[src/rtl/f64cf_pkg.sv]
package f64cf_pkg;

	localparam int unsigned SRC_W  = 64;
	localparam int unsigned MAN_W  = 52;
	localparam int unsigned EW_W   = 4;
	localparam int unsigned FW_W   = 6;
	localparam logic [10:0] DEXP_MAX = 11'h7FF;
	localparam int unsigned DBIAS  = 1023;

	// register indexes
	localparam logic CFG_EXPONENT_WIDTH = 1'b0;
	localparam logic CFG_FRACTION_WIDTH = 1'b1;

	typedef enum logic [1:0] {
		KIND_NUM,
		KIND_ZERO,
		KIND_INF,
		KIND_NAN
	} kind_t;

	// stage 1 to stage 2: classified and normalised operand
	typedef struct packed {
		logic        sign;
		kind_t       kind;
		logic [52:0] m53;
		logic [12:0] x;      // signed unbiased exponent
		logic [3:0]  ew;
		logic [5:0]  fw;
	} norm_t;

	// stage 2 to stage 3: shift decision
	typedef struct packed {
		logic        sign;
		kind_t       kind;
		logic        ovf;
		logic        sub;
		logic [12:0] eb;
		logic [52:0] q;
		logic        half;
		logic        sticky;
		logic [3:0]  ew;
		logic [5:0]  fw;
	} rnd_t;

endpackage

[src/rtl/f64cf_norm.sv]
module f64cf_norm (
	input  logic [63:0]          src,
	input  logic [3:0]           ew_cfg,
	input  logic [5:0]           fw_cfg,
	output f64cf_pkg::norm_t     n
);
	logic [10:0] dexp;
	logic [51:0] dman;
	logic [5:0]  lz;
	logic [51:0] tmp;

	assign dexp = src[62:52];
	assign dman = src[51:0];

	// leading-zero count of the subnormal mantissa
	always_comb begin
		lz = 6'd0;
		tmp = dman;
		if (tmp[51:20] == 32'd0) begin lz = lz + 6'd32; tmp = tmp << 32; end
		if (tmp[51:36] == 16'd0) begin lz = lz + 6'd16; tmp = tmp << 16; end
		if (tmp[51:44] == 8'd0) begin lz = lz + 6'd8; tmp = tmp << 8; end
		if (tmp[51:48] == 4'd0) begin lz = lz + 6'd4; tmp = tmp << 4; end
		if (tmp[51:50] == 2'd0) begin lz = lz + 6'd2; tmp = tmp << 2; end
		if (tmp[51] == 1'b0) begin lz = lz + 6'd1; tmp = tmp << 1; end
	end

	always_comb begin
		n.sign = src[63];
		n.ew = (ew_cfg < 4'd2) ? 4'd2 : ((ew_cfg > 4'd11) ? 4'd11 : ew_cfg);
		n.fw = (fw_cfg < 6'd1) ? 6'd1 : ((fw_cfg > 6'd52) ? 6'd52 : fw_cfg);
		n.kind = f64cf_pkg::KIND_NUM;
		n.m53 = {1'b1, dman};
		n.x = 13'({2'b00, dexp}) - 13'(f64cf_pkg::DBIAS);
		if (dexp == f64cf_pkg::DEXP_MAX) begin
			n.kind = (dman != 52'd0) ? f64cf_pkg::KIND_NAN : f64cf_pkg::KIND_INF;
		end else if (dexp == 11'd0) begin
			if (dman == 52'd0) begin
				n.kind = f64cf_pkg::KIND_ZERO;
			end
			// t = 51 - lz, m53 = dman << (52 - t), x = -1074 + t
			n.m53 = {tmp, 1'b0};
			n.x = 13'(-1023) - 13'({7'd0, lz});
		end
	end
endmodule

[src/rtl/f64cf_shift.sv]
module f64cf_shift (
	input  f64cf_pkg::norm_t n,
	output f64cf_pkg::rnd_t  r
);
	logic [12:0]  bias;
	logic [12:0]  expmax;
	logic [12:0]  eb;
	logic [13:0]  shw;
	logic [5:0]   sh;
	logic [105:0] wide;

	always_comb begin
		bias = (13'd1 << (n.ew - 4'd1)) - 13'd1;
		expmax = (13'd1 << n.ew) - 13'd1;
		eb = n.x + bias;
		r.sign = n.sign;
		r.kind = n.kind;
		r.ew = n.ew;
		r.fw = n.fw;
		r.eb = eb;
		r.ovf = ($signed(eb) >= $signed(expmax));
		r.sub = ($signed(eb) < 13'sd1);
		if (r.sub) begin
			shw = 14'd52 - 14'({8'd0, n.fw}) + 14'd1 - {eb[12], eb};
			sh = ($signed(shw) > 14'sd54) ? 6'd54 : shw[5:0];
		end else begin
			shw = 14'd52 - 14'({8'd0, n.fw});
			sh = shw[5:0];
		end
		wide = {n.m53, 53'd0} >> sh;
		r.q = wide[105:53];
		r.half = wide[52];
		r.sticky = |wide[51:0];
	end
endmodule

[src/rtl/f64cf_pack.sv]
module f64cf_pack (
	input  f64cf_pkg::rnd_t r,
	output logic [63:0]     result,
	output logic            ovf
);
	logic [63:0] expmax;
	logic [63:0] inf_mag;
	logic [63:0] q;
	logic [63:0] mag;
	logic        up;

	always_comb begin
		expmax = (64'd1 << r.ew) - 64'd1;
		inf_mag = expmax << r.fw;
		up = r.half && (r.sticky || r.q[0]);
		q = {11'd0, r.q} + {63'd0, up};
		ovf = 1'b0;
		case (r.kind)
			f64cf_pkg::KIND_NAN: mag = inf_mag | (64'd1 << (r.fw - 6'd1));
			f64cf_pkg::KIND_INF: mag = inf_mag;
			f64cf_pkg::KIND_ZERO: mag = 64'd0;
			default: begin
				if (r.ovf) begin
					mag = inf_mag;
					ovf = 1'b1;
				end else if (!r.sub) begin
					mag = ({51'd0, r.eb - 13'd1} << r.fw) + q;
					if ((mag >> r.fw) >= expmax) begin
						mag = inf_mag;
						ovf = 1'b1;
					end
				end else begin
					mag = q;
				end
			end
		endcase
		result = ({63'd0, r.sign} << ({2'd0, r.ew} + r.fw)) | mag;
	end
endmodule

[src/rtl/float64_to_custom_float_core.sv]
// an accepted item is registered in src_s1, norm_s2, rnd_s3 and res_s4 before output valid
// throughput: one item per cycle while the output is not stalled, stages are normalise, align/shift, round/pack
// a stalled output holds the pipeline; register contents are never lost
// reset: arst_n clears valid bits, exponent_width to 8, fraction_width to 23
module float64_to_custom_float_core (
	input  logic        clk,
	input  logic        arst_n,
	input  logic        s_axis_tvalid,
	output logic        s_axis_tready,
	input  logic [63:0] s_axis_tdata,  // source_value
	output logic        m_axis_tvalid,
	input  logic        m_axis_tready,
	output logic [71:0] m_axis_tdata,  // packed_result, overflow, zero fill
	input  logic        cfg_we,
	input  logic        cfg_index,
	input  logic [5:0]  cfg_data
);
	logic [3:0] ew_q;
	logic [5:0] fw_q;

	logic                 v_s1, v_s2, v_s3;
	logic [63:0]          src_s1;
	f64cf_pkg::norm_t     norm_c, norm_s2;
	f64cf_pkg::rnd_t      rnd_c, rnd_s3;
	logic [63:0]          res_c;
	logic                 ovf_c;
	logic [63:0]          res_s4;
	logic                 ovf_s4;
	logic                 v_s4;
	logic                 adv;

	// whole pipe moves together when the output slot is free or taken
	assign adv = !v_s4 || m_axis_tready;
	assign s_axis_tready = adv;

	always_ff @(posedge clk or negedge arst_n) begin
		if (!arst_n) begin
			ew_q <= 4'd8;
			fw_q <= 6'd23;
		end else if (cfg_we) begin
			if (cfg_index == f64cf_pkg::CFG_EXPONENT_WIDTH) ew_q <= cfg_data[3:0];
			else fw_q <= cfg_data;
		end
	end

	f64cf_norm u_norm (.src(src_s1), .ew_cfg(ew_q), .fw_cfg(fw_q), .n(norm_c));
	f64cf_shift u_shift (.n(norm_s2), .r(rnd_c));
	f64cf_pack u_pack (.r(rnd_s3), .result(res_c), .ovf(ovf_c));

	// valid bits
	always_ff @(posedge clk or negedge arst_n) begin
		if (!arst_n) begin
			v_s1 <= 1'b0;
			v_s2 <= 1'b0;
			v_s3 <= 1'b0;
			v_s4 <= 1'b0;
		end else if (adv) begin
			v_s1 <= s_axis_tvalid;
			v_s2 <= v_s1;
			v_s3 <= v_s2;
			v_s4 <= v_s3;
		end
	end

	// payload
	always_ff @(posedge clk) begin
		if (adv) begin
			src_s1 <= s_axis_tdata;
			norm_s2 <= norm_c;
			rnd_s3 <= rnd_c;
			res_s4 <= res_c;
			ovf_s4 <= ovf_c;
		end
	end

	assign m_axis_tvalid = v_s4;
	assign m_axis_tdata = {7'd0, ovf_s4, res_s4};
endmodule
[config.mk]
export PLATFORM = sky130hd
export DESIGN_NAME = float64_to_custom_float_core
export DESIGN_NICKNAME = d
export VERILOG_FILES = /design/src/rtl/f64cf_pkg.sv /design/src/rtl/f64cf_norm.sv /design/src/rtl/f64cf_shift.sv /design/src/rtl/f64cf_pack.sv /design/src/rtl/float64_to_custom_float_core.sv
export SDC_FILE = /design/constraint.sdc
export NUM_CORES = 2
export LEC_CHECK = 0
export BUFFER_PORTS_ARGS = -buffer_cell sky130_fd_sc_hd__buf_4
export CAP_MARGIN = 20
export CORE_MARGIN = 3
export CORE_UTILIZATION = 30
export CTS_CLUSTER_DIAMETER = 60
export DETAILED_ROUTE_END_ITERATION = 16
export GPL_ROUTABILITY_DRIVEN = 1
export GPL_TIMING_DRIVEN = 0
export PLACE_DENSITY_LB_ADDON = 0.08
export RECOVER_POWER = 100
export SYNTH_ARGS = -nofsm -noshare
export SYNTH_HDL_FRONTEND = slang
export SYNTH_SLANG_ARGS = --single-unit
[constraint.sdc]
create_clock -name clk -period 13.41 [get_ports clk]
set_clock_uncertainty 0.15 [all_clocks]
set_input_delay 0.6705 -clock clk [delete_from_list [all_inputs] [get_ports clk]]
set_output_delay 0.6705 -clock clk [all_outputs]
set_load 0.02 [all_outputs]
==> results.py <==
metrics = {
    "sta": {
        "setup_violations": 0,
        "setup_ws_ns": 0.05877,
        "holdWs_ns": 0.09975,
        "fmax_ghz": 0.07490,
        "finalHoldViolCount": 0,
        "fin_crit_sh": 0.9956,
        "fin_crit_ns": 13.35,
        "tightestPinTransition_ns": 3.673,
        "relSlewSlack": -1.449,
        "finalMaxSlewViolations": 306,
    },
    "critical_path": {
        "end_kind": "flip-flop",
        "critPathLaunchType": "flip-flop",
        "worst-r2r-cell-count": 42,
        "worstReg2RegStart": "rnd_s3[3]$_DFFE_PP_",
        "rrSetupSlack_ns": 0.06,
        "worstPathRequired_ns": 13.59,
        "cp-endpoint": "res_s4[52]$_DFFE_PP_",
        "cp_common_cell": "a21o_1",
        "cp.arrival_ns": 13.53,
        "crit_family": "compound AO/OA/AOI/OAI gates",
        "crit_slowest_cell": "xnor2_1",
        "max_stage_delay_ns": 0.75,
        "setup.worst_path.class": "flip-flop to flip-flop",
        "critPathBufInv": 6,
        "r2r_end": "res_s4[52]$_DFFE_PP_",
        "cp.depth": 42,
        "critPathMaxFanout": 10,
        "critPathLaunch": "rnd_s3[3]$_DFFE_PP_",
    },
    "clocking": {
        "cts_tree": "done",
        "cts_sinks": 304,
        "numCtsBuffers": 42,
        "cts_max_level": 2,
        "clockBufferDepth": 3,
        "clockRootBuffer": "clkbuf_16",
        "clock_latency_ns": 0.62,
        "path_clk_slew_ns": 0.05,
    },
    "synth": {
        "synth_area_leaders": "edfxtp_1, mux2i_1, ha_1",
        "yosysWarnings": 0,
        "ys_seq_elements": 304,
        "synth_edf_count": 290,
        "synthesis.area_sq_um": 35600,
        "async_reset_ff_frac": 0.04605,
        "synth.top_cell.area_share": 0.2446,
        "synth_area_leader_cell": "edfxtp_1",
        "avgSynthCellArea_sq_um": 7.912,
        "synth_most_common_cell": "nand2_1",
        "syn_inst": 4499,
        "synth_commonest_cells": "nand2_1, nor2_1, a21oi_1",
        "seq_area_frac_synth": 0.2547,
        "ys.flop_type": "edfxtp_1",
        "synth_cell_type_count": 103,
    },
    "layout": {
        "area_growth_pct": 13.42,
        "finalNetCount": 5015,
        "drive_gt1_frac": 0.08891,
    },
    "floorplanning": {
        "die_area_sq_um": 122800,
        "initial_core_util": 0.3043,
        "io_pins": 150,
        "fp.dieH_um": 350.5,
        "fp-row-count": 125,
        "die_w_um": 350.5,
        "core-area_sq_um": 117000,
    },
    "global_route": {
        "grt_antenna_before_repair": 7,
        "grt_usage": 0.3272,
        "grt-ovfl-total": 0,
        "grt_pass1_vias": 37431,
        "grt_start_max_net_pins": 69,
        "grt_pass1_wl_mm": 288.3,
    },
    "placement": {
        "gp_congestion": 1.058,
        "place_ws_ns": -2.568,
        "dp_hpwl_mm": 170.0,
        "port_buffers": 142,
    },
    "route": {
        "drt_iter0_drc": 4581,
        "finalWirelength_mm": 207.4,
        "viasPerCell": 6.202,
        "num_vias": 39040,
        "drc": 0,
        "wire_per_inst_um": 32.94,
        "drt_first_pass_iters": 6,
        "ant_nets": 0,
    },
    "flow_run": {
        "maxCapViolCount": 6,
    },
    "status": {
        "failed_checks": "max-capacitance violations, max-slew violations",
        "status": "complete, but fails checks",
    },
    "worst_hold_path": {
        "hp-class": "input pin to flip-flop",
        "min_from": "s_axis_tdata[61]",
    },
}
[registers in the layout, summed over array words and instances (netlist names)]
name / count
res_s4: 64
v_s3: 1
m_axis_tvalid: 1
rnd_s3: 83
norm_s2: 78
fw_q: 6
src_s1: 64
v_s2: 1
ew_q: 4
v_s1: 1
ovf_s4: 1
[worst min path at each step]
stage / endpoint / slack, ns / cells after the start
after floorplan: ew_q[0]$_DFFE_PN0P_ / 0.22 / 0
after global placement: norm_s2[78]$_DFFE_PP_ / 0.25 / 0
after detailed placement: rnd_s3[82]$_DFFE_PP_ / 0.26 / 0
after CTS: src_s1[19]$_DFFE_PP_ / 0.02 / 1
after global routing: src_s1[48]$_DFFE_PP_ / 0.05 / 1
final: src_s1[61]$_DFFE_PP_ / 0.1 / 1
[stage by stage]
stage / cells / util / instance area (sq um) / setup TNS (ns)
detailed placement: 6214 / 0.3327 / 38920 / -103.34
global placement: 6200 / 0.3308 / 38700 / -153.97
floorplan: 4534 / - / 35730 / 0
finish: 6295 / 0.3451 / 40370 / 0
CTS: 6291 / 0.3470 / 40590 / 0
global route: 6293 / 0.3451 / 40370 / -0.04701
[what timing repair did]
item,in CTS,in global routing
buffers inserted,2,2
endpoints found under the hold margin,14,0
hold buffers,1,0
gates resized for setup,58,59
pin swaps,2,0
cloned,0,0
setup endpoints to repair,65,64
[metal layers]
| layer | global-route usage | vias up | wire (um) |
|---|---|---|---|
| li1 | - | 17368 | - |
| met1 | 0.3990 | 18951 | 81970 |
| met2 | 0.5321 | 2136 | 93950 |
| met3 | 0.04806 | 585 | 14230 |
| met4 | 0.2260 | 0 | 17210 |
| met5 | 0 | - | 0 |
[final cells by class]
cell class / instances / area (sq um)
plain buffers: 329 / 1385
well taps: 1524 / 1907
clock buffers: 46 / 1066
inverters: 123 / 461.7
flip-flops and latches: 304 / 9065
fillers: 12799 / 76610
repair buffers: 162 / 953.4
multi-input cells: 3777 / 25170
clock inverters: 28 / 359.1
diodes: 2 / 5.005
[cell families after synthesis]
family	Yosys count	share of synthesized area
adder cells (fa/ha/maj)	200	0.07114
other	2	0.0002110
flip-flops	304	0.2547
AND/OR/NAND/NOR	1525	0.1958
XOR/XNOR	145	0.03568
buffers and inverters	453	0.05023
multiplexers	413	0.1252
AO/OA/AOI/OAI	1457	0.2671
[cells in the final DEF (no fill, tap or decap), types with 84 or more instances in the layout]
cell and count:
nand3_1 101, edfxtp_1 290, clkbuf_1 300, a21o_1 106, a21oi_1 381, inv_1 115, nand2_1 533, ha_1 196
mux2i_1 308, nor2_1 457, o21ai_0 302, xnor2_1 84
Power is left out: the tool's default activity adds up to more than one toggle a clock period on the data nets, which glitch-free logic cannot reach.
